==> config.mk <==
export PLATFORM = sky130hd
export DESIGN_NAME = tice_ctrl
export DESIGN_NICKNAME = d
export VERILOG_FILES = /design/src/rtl/tice_pkg.sv /design/src/rtl/tice_ctrl.sv
export SDC_FILE = /design/constraint.sdc
export NUM_CORES = 1
export LEC_CHECK = 0
export BUFFER_PORTS_ARGS = -buffer_cell sky130_fd_sc_hd__buf_2
export CAP_MARGIN = 40
export CORE_MARGIN = 10
export CORE_UTILIZATION = 40
export CTS_CLUSTER_DIAMETER = 80
export DETAILED_ROUTE_END_ITERATION = 8
export REMOVE_ABC_BUFFERS = 1
export SYNTH_ARGS = -nofsm -noshare
export SYNTH_HDL_FRONTEND = slang
export SYNTH_SLANG_ARGS = --single-unit
==> constraint.sdc <==
create_clock -name clock -period 5.3 [get_ports clock]
set_clock_uncertainty 0.2 [all_clocks]
set_input_delay 1.06 -clock clock [delete_from_list [all_inputs] [get_ports clock]]
set_output_delay 1.06 -clock clock [all_outputs]
set_load 0.03 [all_outputs]
==> src/rtl/tice_pkg.sv <==
// Shared types, codes and the scan-code table for the text insert cursor engine.
// No dependencies; every other file in rtl imports this package.
package tice_pkg;

   // Width of a cell address on the store command bus (enough for 8192 cells).
   localparam int STORE_AW = 13;

   // Item function codes.
   localparam logic [1:0] FUNC_SCAN = 2'd0;
   localparam logic [1:0] FUNC_TICK = 2'd1;
   localparam logic [1:0] FUNC_READ = 2'd2;
   localparam logic [1:0] FUNC_LOAD = 2'd3;

   // PS/2 set-2 scan codes with a meaning of their own.
   localparam logic [7:0] CODE_BREAK     = 8'hF0;
   localparam logic [7:0] CODE_EXT       = 8'hE0;
   localparam logic [7:0] CODE_LEFT      = 8'h6B;
   localparam logic [7:0] CODE_RIGHT     = 8'h74;
   localparam logic [7:0] CODE_BACKSPACE = 8'h66;
   localparam logic [7:0] CODE_ESCAPE    = 8'h76;
   localparam logic [7:0] CODE_ENTER     = 8'h5A;
   localparam logic [7:0] CODE_SPACE     = 8'h29;

   // Input item.
   typedef struct packed {
      logic [1:0]  func;
      logic [7:0]  scan_byte;
      logic [12:0] cell_address;
      logic [7:0]  cell_char;
   } req_type;

   // Result item.
   typedef struct packed {
      logic [12:0] cursor;
      logic        blink_on;
      logic        exit_insert;
      logic [7:0]  read_char;
   } rsp_type;

   // Command from the sequencer to the character store.
   typedef struct packed {
      logic                rd_en;
      logic [STORE_AW-1:0] rd_addr;
      logic                wr_en;
      logic [STORE_AW-1:0] wr_addr;
      logic [7:0]          wr_data;
   } mem_cmd_type;

   // Letters a to z and space; every other code maps to zero.
   function automatic logic [7:0] scan_to_char(input logic [7:0] code);
      logic [7:0] ch;
      case (code)
         8'h1C: ch = "a";  8'h32: ch = "b";  8'h21: ch = "c";  8'h23: ch = "d";
         8'h24: ch = "e";  8'h2B: ch = "f";  8'h34: ch = "g";  8'h33: ch = "h";
         8'h43: ch = "i";  8'h3B: ch = "j";  8'h42: ch = "k";  8'h4B: ch = "l";
         8'h3A: ch = "m";  8'h31: ch = "n";  8'h44: ch = "o";  8'h4D: ch = "p";
         8'h15: ch = "q";  8'h2D: ch = "r";  8'h1B: ch = "s";  8'h2C: ch = "t";
         8'h3C: ch = "u";  8'h2A: ch = "v";  8'h1D: ch = "w";  8'h22: ch = "x";
         8'h35: ch = "y";  8'h1A: ch = "z";
         CODE_SPACE: ch = " ";
         default: ch = 8'h00;
      endcase
      return ch;
   endfunction

endpackage

==> src/rtl/tice_ctrl.sv <==
// Sequencer of the text insert cursor engine: key decoding, cursor walks and
// the clearing pass. Depends on tice_pkg; drives the character store command.
module tice_ctrl #(
   parameter int COLUMNS = 80,
   parameter int ROWS    = 60
) (
   input  logic                  clock,
   input  logic                  reset,
   input  logic                  req_valid,
   output logic                  req_stall,
   input  tice_pkg::req_type     req_data,
   output tice_pkg::mem_cmd_type mem_cmd,
   input  logic [7:0]            rd_data,
   input  logic                  slot_free,
   output logic                  done_valid,
   output tice_pkg::rsp_type     done_data
);
   import tice_pkg::*;

   localparam int CELLS = COLUMNS * ROWS;
   localparam int AW    = $clog2(CELLS + 1);
   localparam int CW    = $clog2(COLUMNS);
   localparam logic [AW-1:0] CELLS_P = AW'(CELLS);
   localparam logic [AW-1:0] LAST_P  = AW'(CELLS - 1);
   localparam logic [CW-1:0] COL_MAX = CW'(COLUMNS - 1);

   typedef enum logic [9:0] {
      ST_CLEAR      = 10'b00_0000_0001,
      ST_IDLE       = 10'b00_0000_0010,
      ST_READ       = 10'b00_0000_0100,
      ST_LEFT       = 10'b00_0000_1000,
      ST_RIGHT_FIRST = 10'b00_0001_0000,
      ST_RIGHT      = 10'b00_0010_0000,
      ST_BACK_FIRST = 10'b00_0100_0000,
      ST_BACK       = 10'b00_1000_0000,
      ST_ENTER      = 10'b01_0000_0000,
      ST_DONE       = 10'b10_0000_0000
   } state_type;

   state_type     state_ff, state_in;
   logic [AW-1:0] cursor_ff, cursor_in;
   logic [CW-1:0] cur_col_ff, cur_col_in;
   logic [AW-1:0] p_ff, p_in;
   logic [CW-1:0] col_ff, col_in;
   logic          walked_ff, walked_in;
   logic          blink_ff, blink_in;
   logic          skip_ff, skip_in;
   logic          ext_ff, ext_in;
   logic          exit_ff, exit_in;
   logic [7:0]    rd_ff, rd_in;

   logic [7:0]    ch;
   logic          cell_nz;
   logic          addr_ok;
   logic [AW-1:0] p_inc, p_dec, cur_inc, cur_dec;
   logic [CW-1:0] col_inc, col_dec, cur_col_inc, cur_col_dec;

   // Neighbouring positions of the walk pointer and of the cursor, with columns.
   always_comb begin
      p_inc       = p_ff + 1'b1;
      p_dec       = p_ff - 1'b1;
      col_inc     = (col_ff == COL_MAX) ? '0 : col_ff + 1'b1;
      col_dec     = (col_ff == '0) ? COL_MAX : col_ff - 1'b1;
      cur_inc     = cursor_ff + 1'b1;
      cur_dec     = cursor_ff - 1'b1;
      cur_col_inc = (cur_col_ff == COL_MAX) ? '0 : cur_col_ff + 1'b1;
      cur_col_dec = (cur_col_ff == '0) ? COL_MAX : cur_col_ff - 1'b1;
      ch          = scan_to_char(req_data.scan_byte);
      // The cell at the walk pointer, read in the previous cycle; past the end it is empty.
      cell_nz     = (p_ff < CELLS_P) && (rd_data != 8'h00);
      addr_ok     = 32'(req_data.cell_address) < 32'(CELLS);
   end

   // Next-state logic of the sequencer.
   always_comb begin
      state_in   = state_ff;
      cursor_in  = cursor_ff;
      cur_col_in = cur_col_ff;
      p_in       = p_ff;
      col_in     = col_ff;
      walked_in  = walked_ff;
      blink_in   = blink_ff;
      skip_in    = skip_ff;
      ext_in     = ext_ff;
      exit_in    = exit_ff;
      rd_in      = rd_ff;
      mem_cmd    = '0;
      req_stall  = 1'b1;
      done_valid = 1'b0;

      unique case (state_ff)
         // Zero the whole store after reset, one cell a cycle.
         ST_CLEAR: begin
            mem_cmd.wr_en   = 1'b1;
            mem_cmd.wr_addr = STORE_AW'(p_ff);
            mem_cmd.wr_data = 8'h00;
            if (p_ff == LAST_P) begin
               p_in     = '0;
               state_in = ST_IDLE;
            end else begin
               p_in = p_inc;
            end
         end

         // Take an item and start its work.
         ST_IDLE: begin
            req_stall = 1'b0;
            if (req_valid) begin
               exit_in  = 1'b0;
               rd_in    = 8'h00;
               state_in = ST_DONE;
               unique case (req_data.func)
                  FUNC_SCAN: begin
                     if (skip_ff) begin
                        skip_in = 1'b0;
                     end else if (req_data.scan_byte == CODE_BREAK) begin
                        skip_in = 1'b1;
                        ext_in  = 1'b0;
                     end else if (req_data.scan_byte == CODE_EXT) begin
                        ext_in = 1'b1;
                     end else if (ext_ff) begin
                        ext_in   = 1'b0;
                        blink_in = 1'b0;
                        if (req_data.scan_byte == CODE_LEFT && cursor_ff != '0) begin
                           p_in            = cur_dec;
                           col_in          = cur_col_dec;
                           walked_in       = 1'b0;
                           mem_cmd.rd_en   = 1'b1;
                           mem_cmd.rd_addr = STORE_AW'(cur_dec);
                           state_in        = ST_LEFT;
                        end else if (req_data.scan_byte == CODE_RIGHT &&
                                     cursor_ff < LAST_P) begin
                           p_in            = cursor_ff;
                           col_in          = cur_col_ff;
                           mem_cmd.rd_en   = 1'b1;
                           mem_cmd.rd_addr = STORE_AW'(cursor_ff);
                           state_in        = ST_RIGHT_FIRST;
                        end
                     end else if (req_data.scan_byte == CODE_ESCAPE) begin
                        exit_in = 1'b1;
                     end else begin
                        blink_in = 1'b0;
                        if (req_data.scan_byte == CODE_ENTER) begin
                           if (cursor_ff < CELLS_P) begin
                              p_in     = cur_inc;
                              col_in   = cur_col_inc;
                              state_in = ST_ENTER;
                           end
                        end else if (req_data.scan_byte == CODE_BACKSPACE) begin
                           if (cursor_ff != '0) begin
                              p_in            = cur_dec;
                              col_in          = cur_col_dec;
                              mem_cmd.rd_addr = STORE_AW'(cur_dec);
                           end else begin
                              p_in            = cursor_ff;
                              col_in          = cur_col_ff;
                              mem_cmd.rd_addr = STORE_AW'(cursor_ff);
                           end
                           mem_cmd.rd_en = 1'b1;
                           state_in      = ST_BACK_FIRST;
                        end else if (ch != 8'h00 && cursor_ff < CELLS_P) begin
                           mem_cmd.wr_en   = 1'b1;
                           mem_cmd.wr_addr = STORE_AW'(cursor_ff);
                           mem_cmd.wr_data = ch;
                           cursor_in       = cur_inc;
                           cur_col_in      = cur_col_inc;
                        end
                     end
                  end
                  FUNC_TICK: begin
                     blink_in = ~blink_ff;
                  end
                  FUNC_READ: begin
                     if (addr_ok) begin
                        mem_cmd.rd_en   = 1'b1;
                        mem_cmd.rd_addr = STORE_AW'(req_data.cell_address);
                        state_in        = ST_READ;
                     end
                  end
                  FUNC_LOAD: begin
                     if (addr_ok) begin
                        mem_cmd.wr_en   = 1'b1;
                        mem_cmd.wr_addr = STORE_AW'(req_data.cell_address);
                        mem_cmd.wr_data = req_data.cell_char;
                     end
                  end
                  default: begin
                     state_in = ST_DONE;
                  end
               endcase
            end
         end

         // Read data of a cell read arrives.
         ST_READ: begin
            rd_in    = rd_data;
            state_in = ST_DONE;
         end

         // Left arrow: walk back over empty cells within the row.
         ST_LEFT: begin
            if (p_ff != '0 && !cell_nz && col_ff != '0) begin
               p_in            = p_dec;
               col_in          = col_dec;
               walked_in       = 1'b1;
               mem_cmd.rd_en   = 1'b1;
               mem_cmd.rd_addr = STORE_AW'(p_dec);
            end else begin
               if (walked_ff && cell_nz) begin
                  cursor_in  = p_inc;
                  cur_col_in = col_inc;
               end else begin
                  cursor_in  = p_ff;
                  cur_col_in = col_ff;
               end
               state_in = ST_DONE;
            end
         end

         // Right arrow, first cell: a filled cell is a plain step.
         ST_RIGHT_FIRST: begin
            if (cell_nz) begin
               cursor_in  = p_inc;
               cur_col_in = col_inc;
               state_in   = ST_DONE;
            end else begin
               p_in            = p_inc;
               col_in          = col_inc;
               mem_cmd.rd_en   = 1'b1;
               mem_cmd.rd_addr = STORE_AW'(p_inc);
               state_in        = ST_RIGHT;
            end
         end

         // Right arrow: walk forward over empty cells up to the row end.
         ST_RIGHT: begin
            if (!cell_nz && col_ff != '0 && p_ff < LAST_P) begin
               p_in            = p_inc;
               col_in          = col_inc;
               mem_cmd.rd_en   = 1'b1;
               mem_cmd.rd_addr = STORE_AW'(p_inc);
            end else begin
               cursor_in  = p_ff;
               cur_col_in = col_ff;
               state_in   = ST_DONE;
            end
         end

         // Backspace, first cell: a filled cell is cleared in place.
         ST_BACK_FIRST: begin
            if (cell_nz) begin
               mem_cmd.wr_en   = 1'b1;
               mem_cmd.wr_addr = STORE_AW'(p_ff);
               mem_cmd.wr_data = 8'h00;
               cursor_in       = p_ff;
               cur_col_in      = col_ff;
               state_in        = ST_DONE;
            end else if (p_ff != '0) begin
               p_in            = p_dec;
               col_in          = col_dec;
               mem_cmd.rd_en   = 1'b1;
               mem_cmd.rd_addr = STORE_AW'(p_dec);
               state_in        = ST_BACK;
            end else begin
               cursor_in  = p_ff;
               cur_col_in = col_ff;
               state_in   = ST_DONE;
            end
         end

         // Backspace: walk back over empty cells, across rows.
         ST_BACK: begin
            if (!cell_nz && p_ff != '0) begin
               p_in            = p_dec;
               col_in          = col_dec;
               mem_cmd.rd_en   = 1'b1;
               mem_cmd.rd_addr = STORE_AW'(p_dec);
            end else begin
               if (p_ff != '0) begin
                  cursor_in  = p_inc;
                  cur_col_in = col_inc;
               end else begin
                  cursor_in  = p_ff;
                  cur_col_in = col_ff;
               end
               state_in = ST_DONE;
            end
         end

         // Enter: zero the rest of the row, one cell a cycle.
         ST_ENTER: begin
            if (col_ff != '0 && p_ff < CELLS_P) begin
               mem_cmd.wr_en   = 1'b1;
               mem_cmd.wr_addr = STORE_AW'(p_ff);
               mem_cmd.wr_data = 8'h00;
               p_in            = p_inc;
               col_in          = col_inc;
            end else begin
               cursor_in  = p_ff;
               cur_col_in = col_ff;
               state_in   = ST_DONE;
            end
         end

         // Hand the result to the output register once it has room.
         ST_DONE: begin
            done_valid = 1'b1;
            if (slot_free) begin
               state_in = ST_IDLE;
            end
         end

         default: begin
            state_in = ST_IDLE;
         end
      endcase
   end

   // Result of the current item.
   always_comb begin
      done_data.cursor      = 13'(cursor_ff);
      done_data.blink_on    = blink_ff;
      done_data.exit_insert = exit_ff;
      done_data.read_char   = rd_ff;
   end

   // Control state.
   always_ff @(posedge clock) begin
      if (reset) begin
         state_ff   <= ST_CLEAR;
         cursor_ff  <= '0;
         cur_col_ff <= '0;
         p_ff       <= '0;
         blink_ff   <= 1'b0;
         skip_ff    <= 1'b0;
         ext_ff     <= 1'b0;
         exit_ff    <= 1'b0;
      end else begin
         state_ff   <= state_in;
         cursor_ff  <= cursor_in;
         cur_col_ff <= cur_col_in;
         p_ff       <= p_in;
         blink_ff   <= blink_in;
         skip_ff    <= skip_in;
         ext_ff     <= ext_in;
         exit_ff    <= exit_in;
      end
   end

   // Walk working registers.
   always_ff @(posedge clock) begin
      col_ff    <= col_in;
      walked_ff <= walked_in;
      rd_ff     <= rd_in;
   end

   // The cursor never passes the end of the store.
   assert property (@(posedge clock) disable iff (reset) cursor_ff <= CELLS_P)
      else $error("cursor beyond the end of the store");

   // The cursor column stays inside the row.
   assert property (@(posedge clock) disable iff (reset) 32'(cur_col_ff) < COLUMNS)
      else $error("cursor column out of range");

   // A left walk stays strictly before the cursor it started from.
   assert property (@(posedge clock) disable iff (reset)
      state_ff == ST_LEFT |-> p_ff < cursor_ff)
      else $error("left walk passed the cursor");

   // Enter never zeroes a cell at the start of a row.
   assert property (@(posedge clock) disable iff (reset)
      (state_ff == ST_ENTER && mem_cmd.wr_en) |-> col_ff != '0)
      else $error("enter fill crossed into the next row");

   // The store is never read and written at the same cell in one cycle.
   assert property (@(posedge clock) disable iff (reset)
      (mem_cmd.wr_en && mem_cmd.rd_en) |-> mem_cmd.wr_addr != mem_cmd.rd_addr)
      else $error("read and write collide on one cell");

endmodule

==> results.cfg, run 1 <==
[layout]
diodes = 0
layoutNonFillerInstCount = 1431
layout_common_cells = nor2_1 (119), buf_2 (104), a21oi_1 (82), nand2_1 (78), buf_4 (52)
layout.nets = 1229
drive_gt1_share_pct = 17.8
final_common_cell = nor2_1
areaGrowthSynthToFinish_pct = 14.3
utilization_pct = 47.0

[cts]
clockRootBuffer = clkbuf_16
hold_buffers = 0
post-cts-setup-buffers = 0
max-clock-path-buffers = 2
cts_resized = 0
cts_tree = yes
cts-buffers-inserted = 9
cts.htree.levels = 3
numClockSinks = 63
insertion_delay_ns = 0.36
clk_pin_slew_ns = 0.05

[critical_path]
worstSetupPathType = primary input to output pin
path_cells = buf_2 -> buf_4 -> nand3b_1 -> nor3_1 -> a21oi_2 -> a211o_1 -> buf_4 -> a211oi_1 -> a21oi_1 -> o221ai_1 -> buf_2
cp_top_family = compound AO/OA/AOI/OAI gates
cp_slowest_cell = a211o_1
cp_max_fo = 21
cp_slowest_stage_delay_ns = 0.41
critPathBufInv = 4
critPathLaunchType = primary input
worstPathRequired_ns = 4.04
cp-end-kind = output pin
cp.arrival_ns = 3.82

[drt]
wl_um = 32900
ant_nets = 0
drt-pass1-iter-count = 6
wire_per_inst_um = 23.0
via_per_inst = 6.43
drc = 0
drtIter0Drc = 1108
route.vias.total = 9200

[power]
leakage_nw = 3.40
peakVddDrop_uv = 139
p_per_area_nw_per_um2 = 214

[synthesis]
yosysWarnings = 0
syn_avg_cell_area_um2 = 7.09
synth_compound_area_share_pct = 34.3
synthFlopType = dfxtp_1
ys_seq_area_share_pct = 18.3
netlist_area_um2 = 7770
synth.area.mux_share_pct = 1.64
yosys-top-cells-area = dfxtp_1 (12%), edfxtp_1 (6.2%), nor2_1 (5.8%), a21oi_1 (5.3%), xnor2_1 (4.5%)
yosysUniqueCellTypes = 93
ys_ff_latch = 63
yosys.area_share.xor_xnor_pct = 5.64
synth-simple-area-share_pct = 29.5
synth_fa_ha_area_share_pct = 3.22
synth_largest_area_cell = dfxtp_1
post-synth-top-area-fraction_pct = 12.1
synth_edf_count = 16
synthCells = 1095
synth_top_family_by_area = compound AO/OA/AOI/OAI gates
async_flop_share_pct = 0

[floorplanning]
die_w_um = 159
fp.dieH_um = 159
die_area_um2 = 25400
io_pins = 104
start_util_pct = 41.1
core_um2 = 18900
core.rowCount = 50

[timing]
max_slew_margin_pct = 39.2
worst_slew_pin_slew_ns = 0.906
final.setup.tns_ns = 0
drv_slew = 0
rsz0062_at_grt = no
fin_crit_sh_pct = 95.9
min_period_ns = 5.08
fmax_mhz = 197
setup_viol = 0
report.final.hold_viol_count = 0

[global_route]
grt_pass1_wl_um = 50600
grt_max_degree = 41
grt_pass1_vias = 8585
grtUsageTotal_pct = 24.7
grt_overflow = 0
grt_antenna_before_repair = 0

[worst_hold_path]
holdCritPathClass = flip-flop to flip-flop

[flow_run]
cap_violations = 0

[place]
gp_congestion = 0.971
portBuffers = 103
place_inst = 1414
post-dp-hpwl_um = 24700

[status]
status = completed
[per-layer routing]
| metal | part of all wire, % | global-route usage (%) |
|---|---|---|
| met2 | 47 | 39.6 |
| met3 | 9.1 | 4.67 |
| met1 | 41 | 31.8 |
| met5 | 0 | 0 |
| met4 | 3.1 | 10.2 |
[state kept, by name, indices dropped and copies added (netlist names)]
register and cells:
skip_ff 1, state_ff 10, rd_ff 8, walked_ff 1, ext_ff 1, p_ff 13, exit_ff 1, cursor_ff 13
blink_ff 1, cur_col_ff 7, col_ff 7
[kinds of logic (layout without fill, tap and decap cells)]
| logic type | count (synthesis) | count (layout) |
|---|---|---|
| AND/OR/NAND/NOR | 438 | 438 |
| adder cells (fa/ha/maj) | 20 | 20 |
| buffers and inverters | 136 | 212 |
| AO/OA/AOI/OAI | 376 | 376 |
| multiplexers | 12 | 12 |
| XOR/XNOR | 50 | 50 |
| flip-flops | 63 | 63 |
[where the power goes]
part           switching (mW)  internal, mW  leakage, nW  total [mW]
clock                   0.244         0.387        0.150       0.631
sequential             0.0719         0.516        0.542       0.588
combinational           0.431         0.247         2.71       0.678
total                   0.747          1.15         3.40        1.90
[per-stage QoR]
stage	hold WS, ns	instance area (µm²)	power (mW)	worst slack [ns]
floorplan	0.317	7340	1.03	0.509
detailed placement	0.272	8570	1.26	0.267
finish	0.283	8880	1.90	0.217
CTS	0.286	8870	1.88	0.266
global route	0.327	8880	1.98	0.00654
global placement	0.283	8560	1.26	0.0298
[worst reg2reg max path, delay by kind of cell, from the launching register on]
kind            cells  cell delay [ns]
simple gates        5             1.23
fa+ha+maj           1             0.33
buf+inv             1             0.24
compound gates      3             1.29
flops               1             0.66
[cell type report]
cell class                 instances  area, µm²
multi-input combinational        896       5770
clock buffer                      12        256
fill                            1954      10000
sequential                        63       1420
inverter                          40        150
clock inverter                     4       43.8
timing repair buffer             156        911
tap                              260        325
[synthesized netlist by cell type (all sizes together) (5+ instances only)]
master / count
a2111oi: 6
a211o: 7
a211oi: 28
a21o: 15
a21oi: 84
a221oi: 15
a22o: 8
a22oi: 24
a311oi: 12
a31oi: 15
and2: 21
and3: 16
buf: 28
clkbuf: 68
dfxtp: 47
edfxtp: 16
ha: 20
inv: 39
mux2: 6
mux2i: 6
nand2: 79
nand2b: 11
nand3: 30
nand4: 17
nor2: 120
nor2b: 17
nor3: 48
nor4: 18
nor4b: 5
o211ai: 19
o21a: 8
o21ai: 50
o221ai: 10
o22ai: 15
o31ai: 23
or2: 8
or3: 14
or4: 12
xnor2: 40
xor2: 10
[final timing paths]
check,from,end,slack [ns],depth (start not counted)
setup / recovery,req_data[24],mem_cmd[31],0.22,11
hold / removal,blink_ff,blink_ff,0.28,1
setup reg to reg,p_ff[0],p_ff[11],1.21,10
hold reg to reg,blink_ff,blink_ff,0.28,1
Note: power is estimated with default switching activity, not from simulation.
==> run 2: changes to the inputs <==
--- a/config.mk
+++ b/config.mk
@@ -5,6 +5,7 @@
 export SDC_FILE = /design/constraint.sdc
 export NUM_CORES = 1
 export LEC_CHECK = 0
+export ABC_AREA = 1
 export BUFFER_PORTS_ARGS = -buffer_cell sky130_fd_sc_hd__buf_2
 export CAP_MARGIN = 40
 export CORE_MARGIN = 10
==> run 2 against run 1 <==
Compared with the run above: via count is 13% higher; area after synthesis is 8.8% higher; wire length up 9.6%; sequential share of layout area fell by 0.98 points; power increased to 2.7 times the previous value; highest routed layer unchanged; global-route usage rose by 1.4 points; clock-buffer cell count shrank 3; core utilization is 1.7 points lower; critical path depth rose by 6.
==> results.cfg, run 2 <==
[cts]
insertion_delay_ns = 0.35
cts.htree.levels = 3
hold_buffers = 0
numClockSinks = 63
clk_pin_slew_ns = 0.06
cts_resized = 0
cts_tree = yes
post-cts-setup-buffers = 0
max-clock-path-buffers = 2
cts-buffers-inserted = 9
clockRootBuffer = clkbuf_16

[global_route]
grt_antenna_before_repair = 0
grt_overflow = 0
grtUsageTotal_pct = 26.1
grt_max_degree = 41
grt_pass1_wl_um = 55000
grt_pass1_vias = 9630

[synthesis]
syn_avg_cell_area_um2 = 5.64
synthFlopType = dfxtp_1
yosysWarnings = 0
post-synth-top-area-fraction_pct = 19.3
synthCells = 1498
synth_largest_area_cell = nand2_1
synth_edf_count = 16
yosysUniqueCellTypes = 57
ys_seq_area_share_pct = 16.8
ys_ff_latch = 63
yosys.cell_count.top_type = nand2_1
async_flop_share_pct = 0
ys_top_cells_by_count = nand2_1 (434), nor2_1 (204), inv_1 (148)
netlist_area_um2 = 8450
yosys-top-cells-area = nand2_1 (19%), dfxtp_1 (11%), nor2_1 (9.1%), nand3_1 (8.3%), inv_1 (6.6%)

[critical_path]
cp_common_cell = nand2_1
worstPathRequired_ns = 4.04
cp_slowest_cell = o21ai_0
cp_max_fo = 8
cp-end-kind = output pin
critPathLaunchType = primary input
path_cells = buf_2 -> inv_1 -> ha_1 -> nand2_1 -> nor2_1 -> nand3_1 -> nand2_1 -> nor2_4 -> inv_1 -> a21oi_1 -> nand2_1 -> inv_1 -> nand2_1 -> a21oi_1 -> o21ai_0 -> nand2_1 -> buf_2
cp_slowest_stage_delay_ns = 0.24
worstSetupPathType = primary input to output pin
cp.arrival_ns = 3.67

[timing]
min_period_ns = 4.93
timing.hold.ws_ns = 0.275
final.setup.tns_ns = 0
worst_slew_pin_slew_ns = 0.792
fin_crit_sh_pct = 93.0
drv_slew = 0
rsz0062_at_grt = no
setup_viol = 0
setup_slack_ns = 0.372
max_slew_margin_pct = 46.8
fmax_mhz = 203
report.final.hold_viol_count = 0

[layout]
top_regs = cursor_ff x13, p_ff x13, state_ff x10
layout_common_cells = nand2_1 (434), nor2_1 (204), inv_1 (147), nand3_1 (141), buf_2 (103)
layout.nets = 1638
drive_gt1_share_pct = 13.7
multi_input_area_um2 = 6080
diodes = 0
final_common_cell = nand2_1
layoutNonFillerInstCount = 1855
fill_cells = 2377
layout.area.seq_um2 = 1420
areaGrowthSynthToFinish_pct = 11.9
utilization_pct = 45.3
fin_area_um2 = 9460

[power]
leakage_nw = 4.64
peakVddDrop_uv = 250
p_per_area_nw_per_um2 = 534
power_mw = 5.05

[place]
postPlaceCellArea_um2 = 9170
pre_cts_slack_ns = 0.502
portBuffers = 103
place_inst = 1839
post-dp-hpwl_um = 28500
gp_congestion = 0.995

[floorplanning]
start_util_pct = 40.5
core_um2 = 20900
core.rowCount = 53
fp.dieH_um = 165
io_pins = 104
die_w_um = 165
die_area_um2 = 27300

[drt]
drtIter0Drc = 1294
drt-pass1-iter-count = 8
wl_met2_um = 15700
top_layer_used = met4
wl_um = 36100
via_per_inst = 5.63
ant_nets = 0
drc = 0
wirelength_met1_um = 16000
wl_met3_um = 3350
route.vias.total = 10440
wire_per_inst_um = 19.5

[flow_run]
cap_violations = 0

[status]
status = completed

[worst_hold_path]
holdCritPathClass = flip-flop to flip-flop
[run 2: layer usage]
layer | global-route usage, % | vias to the layer above
met5 | 0 | -
met4 | 9.10 | 0
met3 | 3.94 | 72
met2 | 40.2 | 533
met1 | 36.1 | 4763
li1 | - | 5072
[run 2: final timing paths]
check	from	slack, ns	cells after the start	to
setup reg to reg	cursor_ff[0]	1.86	12	col_ff[1]
setup / recovery	req_data[22]	0.37	17	mem_cmd[34]
hold reg to reg	exit_ff	0.28	2	exit_ff
hold / removal	exit_ff	0.28	2	exit_ff
[run 2: kinds of logic (layout without fill, tap and decap cells)]
group	count (synthesis)	after routing	synth area share [%]
DFF	63	63	16.8
buffers and inverters	233	315	11.3
AOI/OAI and AO/OA	222	222	15.5
adders and majority gates	20	20	2.96
and+or+nand+nor	918	918	49.2
xor gates and xnor gates	42	42	4.35
[run 2: layout make-up]
class / count / share of cell area, %
inverters: 182 / 7.26
flip-flops and latches: 63 / 15.0
clock inverters: 7 / 0.754
multi-input cells: 1202 / 64.3
clock buffers: 9 / 2.38
well taps: 275 / 3.64
repair buffers: 117 / 6.69
[run 2: where the power goes]
part / internal [mW] / leakage [nW] / switching [mW]
Combinational: 1.01 / 3.97 / 2.50
Clock: 0.366 / 0.142 / 0.269
Sequential: 0.676 / 0.534 / 0.225
[run 2: worst max-delay path: cells and delay by family]
family	cells	cell delay [ns]
and+or+nand+nor	8	1.13
buffers and inverters	5	0.88
AOI/OAI and AO/OA	3	0.36
adders and majority gates	1	0.23
